**src/sv/assert_macros.svh**
```systemverilog
// Assertion macros shared by the scorer RTL.
`ifndef ASSERT_MACROS_SVH
`define ASSERT_MACROS_SVH

// Implication checked at every rising clock edge, off while reset is high.
`define ASSERT_CLK(label, prop, msg) \
   label: assert property (@(posedge clock) disable iff (reset) (prop)) else $error(msg);

// Same, but the consequent must hold in the cycle after the antecedent.
`define ASSERT_NEXT(label, ante, cons, msg) \
   label: assert property (@(posedge clock) disable iff (reset) (ante) |=> (cons)) \
      else $error(msg);

`endif

```
**src/sv/wkms_pkg.sv**
```systemverilog
// Constants, keyword tables and shared types of the keyword match scorer.
package wkms_pkg;

   localparam int KEY_COUNT   = 30;
   localparam int MAX_KEY_LEN = 27;
   localparam int COUNT_BITS  = 16;

   localparam int BYTE_BITS   = 8;
   localparam int WIN_DEPTH   = MAX_KEY_LEN - 1;
   localparam int WIN_BITS    = MAX_KEY_LEN * BYTE_BITS;
   localparam int FILL_BITS   = $clog2(MAX_KEY_LEN);
   localparam int IDX_BITS    = 5;
   localparam int POINT_BITS  = 22;
   localparam int WEIGHT_BITS = 2;
   localparam int PROD_BITS   = COUNT_BITS + WEIGHT_BITS;

   typedef logic [KEY_COUNT-1:0]                 hit_vec_type;
   typedef logic [COUNT_BITS-1:0]                count_type;
   typedef logic [KEY_COUNT-1:0][COUNT_BITS-1:0] count_vec_type;

   localparam count_type COUNT_MAX = '1;

   // Keyword text, right-aligned: the last character sits in the low byte.
   localparam logic [WIN_BITS-1:0] KEY_TEXT [KEY_COUNT] = '{
      "urgent",
      "credit card",
      "account",
      "personal information",
      "SSN",
      "verify",
      "placed on hold",
      "bank",
      "update",
      "security",
      "fraud",
      "password",
      "alert",
      "invoice",
      "important",
      "login",
      "as soon as possible",
      216'h4F75746C6F6F6B,
      216'h4170706C65,
      216'h50617950616C,
      216'h416D617A6F6E,
      216'h4E6574666C6978,
      216'h476F6F676C65,
      "locked for security reasons",
      "click the link",
      "free",
      "hurry",
      "suspicious",
      "action required",
      "Expiration notice"
   };

   localparam logic [FILL_BITS-1:0] KEY_LEN [KEY_COUNT] = '{
      5'd6,  5'd11, 5'd7,  5'd20, 5'd3,  5'd6,  5'd14, 5'd4,  5'd6,  5'd8,
      5'd5,  5'd8,  5'd5,  5'd7,  5'd9,  5'd5,  5'd19, 5'd7,  5'd5,  5'd6,
      5'd6,  5'd7,  5'd6,  5'd27, 5'd14, 5'd4,  5'd5,  5'd10, 5'd15, 5'd17
   };

   localparam logic [WEIGHT_BITS-1:0] KEY_WEIGHT [KEY_COUNT] = '{
      2'd1, 2'd2, 2'd1, 2'd2, 2'd2, 2'd1, 2'd2, 2'd2, 2'd1, 2'd2,
      2'd2, 2'd2, 2'd1, 2'd2, 2'd2, 2'd2, 2'd2, 2'd1, 2'd1, 2'd2,
      2'd2, 2'd2, 2'd2, 2'd1, 2'd1, 2'd3, 2'd2, 2'd2, 2'd3, 2'd2
   };

endpackage

```
**src/sv/weighted_keyword_match_scorer_core.sv**
```systemverilog
// Top level of the weighted keyword match scorer.
//
// Request channel (req_*): one message byte per word, with req_end_of_message
// set on the last byte. Every byte is compared against all 30 keywords in
// parallel; a byte is taken every cycle while req_stall is low.
// Result channel (rsp_*): after the last byte, 31 words: one per
// keyword (index, saturated count, count times weight), then a total word
// with rsp_last_of_report set and the summed points.
// The report then runs one word per cycle while the receiver does not stall.
// At message end the counts move to a report snapshot and the live counters
// and window clear, so the next message streams in while the report drains.
// An end-of-message byte that arrives before the previous report finishes
// waits in the input register (req_stall high) until the report is done.
// Reports therefore start only once the previous 31 words are sent and the
// engine has gone idle; only then is the next snapshot taken.
// A stalled receiver holds the output register; the report engine waits and
// ordinary bytes keep flowing. Synchronous reset clears the window, the
// counters, the report engine and both valid flags.
module weighted_keyword_match_scorer_core
   import wkms_pkg::*;
(
   input  logic                  clock,
   input  logic                  reset,
   input  logic                  req_valid,
   output logic                  req_stall,
   input  logic [BYTE_BITS-1:0]  req_text_byte,
   input  logic                  req_end_of_message,
   output logic                  rsp_valid,
   input  logic                  rsp_stall,
   output logic [IDX_BITS-1:0]   rsp_entry_index,
   output logic [COUNT_BITS-1:0] rsp_occurrences,
   output logic [POINT_BITS-1:0] rsp_points,
   output logic                  rsp_last_of_report
);

   logic          rpt_start;
   logic          rpt_busy;
   count_vec_type snap_counts;

   wkms_scan u_scan (
      .clock              (clock),
      .reset              (reset),
      .req_valid          (req_valid),
      .req_stall          (req_stall),
      .req_text_byte      (req_text_byte),
      .req_end_of_message (req_end_of_message),
      .rpt_busy           (rpt_busy),
      .rpt_start          (rpt_start),
      .snap_counts        (snap_counts)
   );

   wkms_report u_report (
      .clock              (clock),
      .reset              (reset),
      .rpt_start          (rpt_start),
      .snap_counts        (snap_counts),
      .rpt_busy           (rpt_busy),
      .rsp_valid          (rsp_valid),
      .rsp_stall          (rsp_stall),
      .rsp_entry_index    (rsp_entry_index),
      .rsp_occurrences    (rsp_occurrences),
      .rsp_points         (rsp_points),
      .rsp_last_of_report (rsp_last_of_report)
   );

endmodule

```
**src/sv/wkms_matcher.sv**
```systemverilog
// Parallel keyword comparators against the byte window.
module wkms_matcher
   import wkms_pkg::*;
(
   input  logic [WIN_BITS-1:0]  window,
   input  logic [FILL_BITS-1:0] fill,
   output hit_vec_type          hits
);

   // window byte 0 is the current byte, byte j the j-th byte before it
   function automatic logic key_hit(input logic [WIN_BITS-1:0] win,
                                    input logic [FILL_BITS-1:0] fl,
                                    input int k);
      logic ok;
      ok = (fl >= KEY_LEN[k] - FILL_BITS'(1));
      for (int j = 0; j < MAX_KEY_LEN; j++) begin
         if ((FILL_BITS'(j) < KEY_LEN[k]) &&
             (win[j*BYTE_BITS +: BYTE_BITS] != KEY_TEXT[k][j*BYTE_BITS +: BYTE_BITS])) begin
            ok = 1'b0;
         end
      end
      return ok;
   endfunction

   for (genvar k = 0; k < KEY_COUNT; k++) begin : g_key
      assign hits[k] = key_hit(window, fill, k);
   end

endmodule

```
**src/sv/wkms_scan.sv**
```systemverilog
// Input register, byte window and live match counters.
module wkms_scan
   import wkms_pkg::*;
(
   input  logic                 clock,
   input  logic                 reset,
   input  logic                 req_valid,
   output logic                 req_stall,
   input  logic [BYTE_BITS-1:0] req_text_byte,
   input  logic                 req_end_of_message,
   input  logic                 rpt_busy,
   output logic                 rpt_start,
   output count_vec_type        snap_counts
);

`include "assert_macros.svh"

   logic                            in_valid_ff;
   logic [BYTE_BITS-1:0]            in_byte_ff;
   logic                            in_eom_ff;
   logic [WIN_DEPTH*BYTE_BITS-1:0]  recent_ff;
   logic [WIN_DEPTH*BYTE_BITS-1:0]  recent_in;
   logic [FILL_BITS-1:0]            fill_ff;
   logic [FILL_BITS-1:0]            fill_in;
   count_vec_type                   counts_ff;
   count_vec_type                   counts_in;
   hit_vec_type                     hits;
   logic                            process;

   // an end-of-message word waits here while the previous report drains
   assign process   = in_valid_ff && !(in_eom_ff && rpt_busy);
   assign req_stall = in_valid_ff && !process;
   assign rpt_start = process && in_eom_ff;

   wkms_matcher u_matcher (
      .window (({recent_ff, in_byte_ff})),
      .fill   (fill_ff),
      .hits   (hits)
   );

   always_comb begin
      for (int k = 0; k < KEY_COUNT; k++) begin
         counts_in[k] = counts_ff[k] +
                        COUNT_BITS'(hits[k] && (counts_ff[k] != COUNT_MAX));
      end
      recent_in = {recent_ff[(WIN_DEPTH-1)*BYTE_BITS-1:0], in_byte_ff};
      fill_in   = (fill_ff == FILL_BITS'(WIN_DEPTH)) ? fill_ff : fill_ff + FILL_BITS'(1);
   end

   assign snap_counts = counts_in;

   always_ff @(posedge clock) begin
      if (reset) begin
         in_valid_ff <= 1'b0;
      end else if (!req_stall) begin
         in_valid_ff <= req_valid;
      end
   end

   always_ff @(posedge clock) begin
      if (!req_stall) begin
         in_byte_ff <= req_text_byte;
         in_eom_ff  <= req_end_of_message;
      end
   end

   always_ff @(posedge clock) begin
      if (reset) begin
         recent_ff <= '0;
         fill_ff   <= '0;
         counts_ff <= '0;
      end else if (process) begin
         if (in_eom_ff) begin
            recent_ff <= '0;
            fill_ff   <= '0;
            counts_ff <= '0;
         end else begin
            recent_ff <= recent_in;
            fill_ff   <= fill_in;
            counts_ff <= counts_in;
         end
      end
   end

   `ASSERT_CLK(a_stall_cause, !req_stall || (in_valid_ff && in_eom_ff && rpt_busy), "stall without a pending end-of-message word")
   `ASSERT_NEXT(a_clear_after_eom, rpt_start, (fill_ff == '0) && (counts_ff == '0), "state not cleared after message end")
   `ASSERT_CLK(a_fill_bound, fill_ff <= FILL_BITS'(WIN_DEPTH), "window fill past depth")

endmodule

```
**src/sv/wkms_report.sv**
```systemverilog
// Report snapshot, points computation and result register.
module wkms_report
   import wkms_pkg::*;
(
   input  logic                  clock,
   input  logic                  reset,
   input  logic                  rpt_start,
   input  count_vec_type         snap_counts,
   output logic                  rpt_busy,
   output logic                  rsp_valid,
   input  logic                  rsp_stall,
   output logic [IDX_BITS-1:0]   rsp_entry_index,
   output logic [COUNT_BITS-1:0] rsp_occurrences,
   output logic [POINT_BITS-1:0] rsp_points,
   output logic                  rsp_last_of_report
);

`include "assert_macros.svh"

   localparam logic [IDX_BITS-1:0] TOTAL_IDX = IDX_BITS'(KEY_COUNT);

   logic                   busy_ff;
   logic [IDX_BITS-1:0]    idx_ff;
   logic [POINT_BITS-1:0]  total_ff;
   count_vec_type          snap_ff;
   logic                   emit;
   logic                   is_total;
   logic [WEIGHT_BITS-1:0] weight;
   logic [PROD_BITS-1:0]   prod;
   logic [POINT_BITS-1:0]  pts;

   logic                   rsp_valid_ff;
   logic [IDX_BITS-1:0]    rsp_idx_ff;
   logic [COUNT_BITS-1:0]  rsp_occ_ff;
   logic [POINT_BITS-1:0]  rsp_pts_ff;
   logic                   rsp_last_ff;

   assign emit     = busy_ff && (!rsp_valid_ff || !rsp_stall);
   assign is_total = (idx_ff == TOTAL_IDX);

   always_comb begin
      weight = '0;
      if (!is_total) begin
         weight = KEY_WEIGHT[idx_ff];
      end
      prod = PROD_BITS'(snap_ff[0]) * PROD_BITS'(weight);
      pts  = POINT_BITS'(prod);
   end

   always_ff @(posedge clock) begin
      if (reset) begin
         busy_ff <= 1'b0;
      end else if (rpt_start) begin
         busy_ff <= 1'b1;
      end else if (emit && is_total) begin
         busy_ff <= 1'b0;
      end
   end

   // snapshot shifts down one keyword per keyword word sent; head is always slot 0
   always_ff @(posedge clock) begin
      if (rpt_start) begin
         snap_ff  <= snap_counts;
         idx_ff   <= '0;
         total_ff <= '0;
      end else if (emit && !is_total) begin
         snap_ff  <= {count_type'(0), snap_ff[KEY_COUNT-1:1]};
         idx_ff   <= idx_ff + IDX_BITS'(1);
         total_ff <= total_ff + pts;
      end
   end

   always_ff @(posedge clock) begin
      if (reset) begin
         rsp_valid_ff <= 1'b0;
      end else if (!rsp_valid_ff || !rsp_stall) begin
         rsp_valid_ff <= emit;
      end
   end

   always_ff @(posedge clock) begin
      if (emit) begin
         rsp_idx_ff  <= idx_ff;
         rsp_occ_ff  <= is_total ? '0 : snap_ff[0];
         rsp_pts_ff  <= is_total ? total_ff : pts;
         rsp_last_ff <= is_total;
      end
   end

   assign rpt_busy           = busy_ff;
   assign rsp_valid          = rsp_valid_ff;
   assign rsp_entry_index    = rsp_idx_ff;
   assign rsp_occurrences    = rsp_occ_ff;
   assign rsp_points         = rsp_pts_ff;
   assign rsp_last_of_report = rsp_last_ff;

   `ASSERT_CLK(a_start_idle, !rpt_start || !busy_ff, "report started while one is in progress")
   `ASSERT_NEXT(a_start_init, rpt_start, busy_ff && (idx_ff == '0) && (total_ff == '0), "report not initialized")
   `ASSERT_NEXT(a_total_ends, emit && is_total, !busy_ff, "report still busy after total word")
   `ASSERT_CLK(a_idx_bound, !busy_ff || (idx_ff <= TOTAL_IDX), "report index out of range")

endmodule
```
**config.mk**
```make
export PLATFORM = sky130hd
export DESIGN_NAME = weighted_keyword_match_scorer_core
export DESIGN_NICKNAME = d
export VERILOG_FILES = /design/src/sv/wkms_pkg.sv /design/src/sv/weighted_keyword_match_scorer_core.sv /design/src/sv/wkms_matcher.sv /design/src/sv/wkms_scan.sv /design/src/sv/wkms_report.sv
export VERILOG_INCLUDE_DIRS = /design/src /design/src/sv
export SDC_FILE = /design/constraint.sdc
export NUM_CORES = 2
export LEC_CHECK = 0
export BUFFER_PORTS_ARGS = -buffer_cell sky130_fd_sc_hd__clkbuf_2
export CAP_MARGIN = 10
export CORE_MARGIN = 5
export CORE_UTILIZATION = 40
export DETAILED_ROUTE_END_ITERATION = 8
export PLACE_DENSITY_LB_ADDON = 0.08
export SLEW_MARGIN = 5
export SYNTH_ARGS = -nofsm -noshare
export SYNTH_HDL_FRONTEND = slang
export SYNTH_SLANG_ARGS = --single-unit
```
**constraint.sdc**
```tcl
create_clock -name clock -period 16 [get_ports clock]
set_input_delay 1.6 -clock clock [delete_from_list [all_inputs] [get_ports clock]]
set_output_delay 1.6 -clock clock [all_outputs]
set_load 0.05 [all_outputs]
```
; ---- Word level (Yosys, flattened, before mapping)
; Memories as Yosys holds them, arrays and structs flattened.
; Cells that the tools add are included.
[classes]
eq_ne = 193
magnitude_cmp = 16
n_mux = 283
bitwise_logic = 1
n_shift = 0
mul = 1
n_div = 0
n_addsub = 33
reduce_logical = 46
[op_table]
columns = operator, count
row1 = $mux W480, 3
row2 = $ne A8 B7 Y1 const B, 153
row3 = $add A16 B1 Y16, 30
row4 = $ne A16 B16 Y1 const B, 30
row5 = $mux W1, 273
row6 = $mux W208, 1
row7 = $ne A8 B6 Y1 const B, 7
row8 = $logic_and A1 B1 Y1, 37
row9 = $ge A5 B4 Y1 const B, 5
row10 = $add A22 B18 Y22, 1
row11 = $ge A5 B3 Y1 const B, 4
row12 = $ge A5 B5 Y1 const B, 4
row13 = $mul A16 B2 Y18, 1
row14 = $mux W18, 1
row15 = $add A5 B1 Y5 const B, 2
row16 = $eq A5 B5 Y1 const B, 2
row17 = $ge A5 B2 Y1 const B, 2
row18 = $mux W5, 2
row19 = $ge A6 B6 Y1 const B, 1
row20 = $mux W2, 3
row21 = $not A5 Y6, 1
row22 = $logic_not A1 Y1, 5
row23 = $reduce_bool A2 Y1, 2
row24 = $ne A2 B1 Y1 const B, 1
row25 = other kinds (2), 2
[word_totals]
mem_bits_rw = 0
word_cells = 648
mem_bits_ro = 64
in_bits = 13
out_inout_bits = 46
latchBits = 0
memories = 1
register_bits = 1256
[mem_list]
columns = name, depth, word_bits, rd, rd_ports_with_merged_regs, wr, line_no
row1 = (name not given), 32, 2, 1, 0, 0, wkms_report.sv:44  ; weight = KEY_WEIGHT[idx_ff];

; ---- Depth between registers and ports, before layout
[depth]
depth_word = 31
depth_mapped = 23
mapped_depth_nobuf = 23

; ---- Cells and area by module
; From an unflattened synthesis, not the netlist that was laid out.
[unflattened]
cells_unflattened = 6328
area_unflattened_um2 = 64035.2
[by_module_without_submodules]
columns = mod, area_each_um2, n_inst, seq_area_each_um2, cells_each
row1 = wkms_scan, 36775.3, 1, 14163.6, 4401
row2 = wkms_report, 24679.9, 1, 16315.6, 1520
row3 = wkms_matcher, 2580.0, 1, 0.0, 407

; ---- Worst setup path before layout
; Ideal clock, no wire load.
[synth_timing]
kind = input -> register
from = in rsp_stall
to = reg u_report.snap_ff[0] in the netlist's numbering, enable pin
n_path_buf = 1
setup_slack_ps = 3842
arrival_ps = 11331
stages = 5
t_required_ps = 15173
cell_sequence = nand2_1 and3_1 clkbuf_1 nor2_1 inv_1
[synth_via]
elab_chain_len = 5
[synth_rtl]
columns = element, line_no
row1 = "start, declared", weighted_keyword_match_scorer_core.sv:29  ; input logic rsp_stall,
row2 = $logic_not A1 Y1, wkms_report.sv:38  ; assign emit = busy_ff && (!rsp_valid_ff || !rsp_stall);
row3 = $logic_or A1 B1 Y1, wkms_report.sv:38
row4 = $logic_and A1 B1 Y1, wkms_report.sv:38
row5 = $logic_and A1 B1 Y1, wkms_report.sv:66  ; end else if (emit && !is_total) begin
row6 = $reduce_bool A2 Y1 (no line), -
row7 = "end signal, assigned", wkms_report.sv:63  ; snap_ff <= snap_counts;
row8 = "end signal, assigned", wkms_report.sv:67  ; snap_ff <= {count_type'(0), snap_ff[KEY_COUNT-1:1]};
row9 = "end, declared", wkms_report.sv:25  ; count_vec_type snap_ff;
; No other way between the ends.
; A chain may end at the register's enable or synchronous reset.

; ---- Final worst setup path
[layout_timing]
from = reg u_report.idx_ff[0]
to = reg u_report.total_ff[18]
[layout_via]
elab_chain_len = 7
word_cells_on_any_way = 10
classes_between = 1 x add/sub / 1 x mul / 1 x eq/ne / 3 x mux / 1 x bitwise / 2 x reduce/logical / 1 x memory
[layout_rtl]
columns = element, line_no
row1 = "start, declared", wkms_report.sv:23  ; logic [IDX_BITS-1:0] idx_ff;
row2 = "start signal, assigned", wkms_report.sv:68  ; idx_ff <= idx_ff + IDX_BITS'(1);
row3 = $not A5 Y6 (implied by the code), wkms_report.sv:44
row4 = $mem_v2 Z32 W2, -
row5 = $mux W2 (implied by the code) (2 in series), wkms_report.sv:44
row6 = $mux W2, wkms_report.sv:43  ; if (!is_total) begin
row7 = $mul A16 B2 Y18, wkms_report.sv:46  ; prod = PROD_BITS'(snap_ff[0]) * PROD_BITS'(weight);
row8 = $add A22 B18 Y22, wkms_report.sv:69  ; total_ff <= total_ff + pts;
row9 = "end signal, assigned", wkms_report.sv:69
row10 = "end, declared", wkms_report.sv:24  ; logic [POINT_BITS-1:0] total_ff;
; Parallel ways exist; a longest one is shown, timed or not. The select of a mux whose other input is x is not followed.

==> run summary <==
Sw Share: 25.3%
P_leak: 23.6 nW
Comb pwr share: 9.7%
EDFF count, synth: 533
initial antenna violation count: 4
max_cap viols: 0
CP bufs+invs: 3
Post-synth top flop: dfxtp_1
fin nets: 7208
RSZ-0062 raised after global routing: false
Seq/Total Area, Yosys: 48.2%
clock group share of total power: 44.9%
#FFs+latches synth: 1256
# rows: 146
syn nets: 7452
GRT Total Usage: 22.0%
fin crit period: 6.89 ns
Async SR Flop Fraction: 0%
vias in the first global route: 48300
hold buffer count at CTS: 0
port buffer count: 58
top post-synthesis cells by count: nand2_1 (1258), o21ai_0 (747), dfxtp_1 (723)
setup TNS: 0 ns
core area: 158000 um^2
worst-margin pin slew: 1.18 ns
fillers: 15600
max-slew violations: 0
largest cells by area after synthesis: edfxtp_1 (25%), dfxtp_1 (23%), nand2_1 (7.5%)
VDD IR max: 104 uV
DRC: 0
Final ANT Viol Nets: 0
Seq pwr share: 45.4%
net switching power: 1.98 mW
CTS max path bufs: 3
Final Hold Fails: 0
Post-Syn Area per Cell: 8.63 um^2
Initial Utilization: 40.1%
Layout Skew: 0.0233 ns
drt wl/cell: 20.4 um
CTS Sinks: 1256
share of cells above drive strength 1: 5.91%
CP Class: reg2reg
worst setup margin: 9.11 ns
cell area after synthesis: 63300 um^2
hold crit path type: reg2reg
Area growth syn-to-layout: 10.5%
Cells after Synth: 7335
die area: 166000 um^2
Critical Path Start Type: register
clock-pin slew on the worst setup and hold paths: 0.06 ns
gr ovfl total: 0
Synth area leader: edfxtp_1
clk root buf: clkbuf_16
status: complete, no violations
post-CTS setup buffers: 0
CTS buffer count: 150
count of boundary I/O pins: 59
gpl congestion: 0.915
Final period util: 43.0%
largest net degree at the start of global routing: 231
Hold WS: 0.451 ns
cell area power density: 112 nW/um^2
CP required: 16.62 ns
synth warn: 0
Setup WS pre-CTS: 9.10 ns
CTS resizes: 0
CP max stage cell: a21oi_1
Max Fanout on Critical Path: 37
CTS tree: yes
1st-pass router iterations: 5
final wirelength: 190000 um
DR iter-0 viols: 4436
kind of cell adding the most delay to the critical path: compound AO/OA/AOI/OAI gates
Distinct cells, synth: 70
Max Clk Rate: 0.145 GHz
vias post-DR: 51500
Die Span Y: 408 um
critical path cell sequence: inv_1 -> ha_1 -> nand4_1 -> buf_4 -> clkinv_1 -> a21oi_1 -> and2_1 -> ha_1 -> a211oi_1 -> o21ai_0 -> o21ai_0 -> o21ai_0 -> a21oi_1 -> xnor2_1 -> ha_1 -> and3_1 -> nand4_1 -> nand3b_1 -> a32oi_1 -> a31oi_1 -> o211ai_1 -> o31ai_1
P_int: 5.82 mW
Worst Setup End Kind: register
first-pass GRT wire length: 293000 um
post-synth top area share: 25.3%
via/cell ratio: 5.54
WP data arrival: 7.50 ns
final setup violating endpoints: 0
die width: 408 um
Largest stage delay, worst path: 1.03 ns
H-tree Lvls: 4
most numerous cell in the Yosys netlist: nand2_1
Slew headroom: 21.3%
clk_lat worst skew: 0.78 ns
detailed placement HPWL: 119000 um
==> kinds of logic after synthesis <==
logic type / count (synthesis) / share of synthesized area (%)
simple gates: 3362 / 26.2
fa+ha+maj: 104 / 2.08
xor+xnor: 429 / 5.94
flops: 1256 / 48.2
buf+inv: 529 / 3.14
compound gates: 1606 / 13.6
mux: 49 / 0.846
==> final timing paths <==
kind	from	end	slack (ns)	cells after the start
max	u_report.idx_ff[0]$_SDFFE_PP0P_	u_report.total_ff[18]$_SDFFE_PP0P_	9.11	22
min reg2reg	u_scan.recent_ff[203]$_SDFFE_PP0P_	u_scan.recent_ff[203]$_SDFFE_PP0P_	0.45	2
min	u_scan.recent_ff[203]$_SDFFE_PP0P_	u_scan.recent_ff[203]$_SDFFE_PP0P_	0.45	2
max reg2reg	u_report.idx_ff[0]$_SDFFE_PP0P_	u_report.total_ff[18]$_SDFFE_PP0P_	9.11	22
==> power groups by stage <==
| stage | clock network (mW) | logic, mW | registers [mW] |
|---|---|---|---|
| 3_3_place_gp | 0 | 0.766 | 3.61 |
| 6_report | 3.50 | 0.756 | 3.54 |
| 4_1_cts | 3.59 | 0.768 | 3.55 |
| 2_1_floorplan | 0 | 0.529 | 3.64 |
| 3_5_place_dp | 0 | 0.765 | 3.61 |
| 5_1_grt | 3.72 | 0.843 | 3.55 |
==> sequential cells by signal (all words and copies together) (netlist names), 5 cells and up <==
register and flops:
u_report.rsp_occurrences 16, u_scan.recent_ff 208, u_report.idx_ff 5, u_report.rsp_points 22, u_report.rsp_entry_index 5, u_scan.fill_ff 5, u_scan.in_byte_ff 8, u_report.snap_ff 480
u_scan.counts_ff 480, u_report.total_ff 22
==> cell usage in the layout (no fill, tap or decap), types with 102 or more instances in the layout <==
master	Yosys	final
a21oi_1	641	641
and3_1	113	113
clkbuf_16	0	158
dfxtp_1	723	722
edfxtp_1	533	533
ha_1	102	102
nand2_1	1258	1257
nand3_1	210	210
nand3b_1	313	313
nand4_1	113	113
nor2_1	693	689
nor3_1	110	110
o21ai_0	747	747
xnor2_1	231	231
xor2_1	198	198
==> per-layer routing <==
layer | GRT usage [%] | vias up | share of wire (%)
met5 | 0 | - | 0
met3 | 3.36 | 221 | 4.6
met2 | 35.1 | 1014 | 45
met4 | 4.81 | 0 | 1.8
li1 | - | 25300 | -
met1 | 31.5 | 25000 | 48
==> per-stage QoR <==
stage / std cells / instance area [um^2] / power, mW / util [%]
after floorplan: 7335 / 63300 / 4.17 / -
after global placement: 9011 / 64800 / 4.38 / 41.1
after detailed placement: 9011 / 64800 / 4.38 / 41.1
after CTS: 9291 / 69900 / 7.90 / 44.3
after global routing: 9291 / 69900 / 8.12 / 44.3
final: 9292 / 69900 / 7.80 / 44.3
==> worst reg2reg max path: cells and delay by family, from the launching register on <==
| kind | cells | cell delay, ns |
|---|---|---|
| AO/OA/AOI/OAI | 10 | 3.12 |
| XOR/XNOR | 1 | 0.15 |
| adder cells (fa/ha/maj) | 3 | 0.87 |
| buffers and inverters | 3 | 1.14 |
| flip-flops | 1 | 0.51 |
| AND/OR/NAND/NOR | 5 | 0.93 |
==> layout make-up <==
| class | instances | area [um^2] | area share, % |
|---|---|---|---|
| Timing Repair Buffer | 114 | 808 | 1.16 |
| Tap cell | 2072 | 2590 | 3.71 |
| Sequential cell | 1256 | 30500 | 43.6 |
| Clock buffer | 232 | 4530 | 6.48 |
| Multi-Input combinational cell | 5550 | 30900 | 44.2 |
| Antenna cell | 1 | 2.50 | 0.00358 |
| Clock inverter | 48 | 541 | 0.773 |
| Inverter | 19 | 78.8 | 0.113 |
Power figures use the tool's default switching activity.
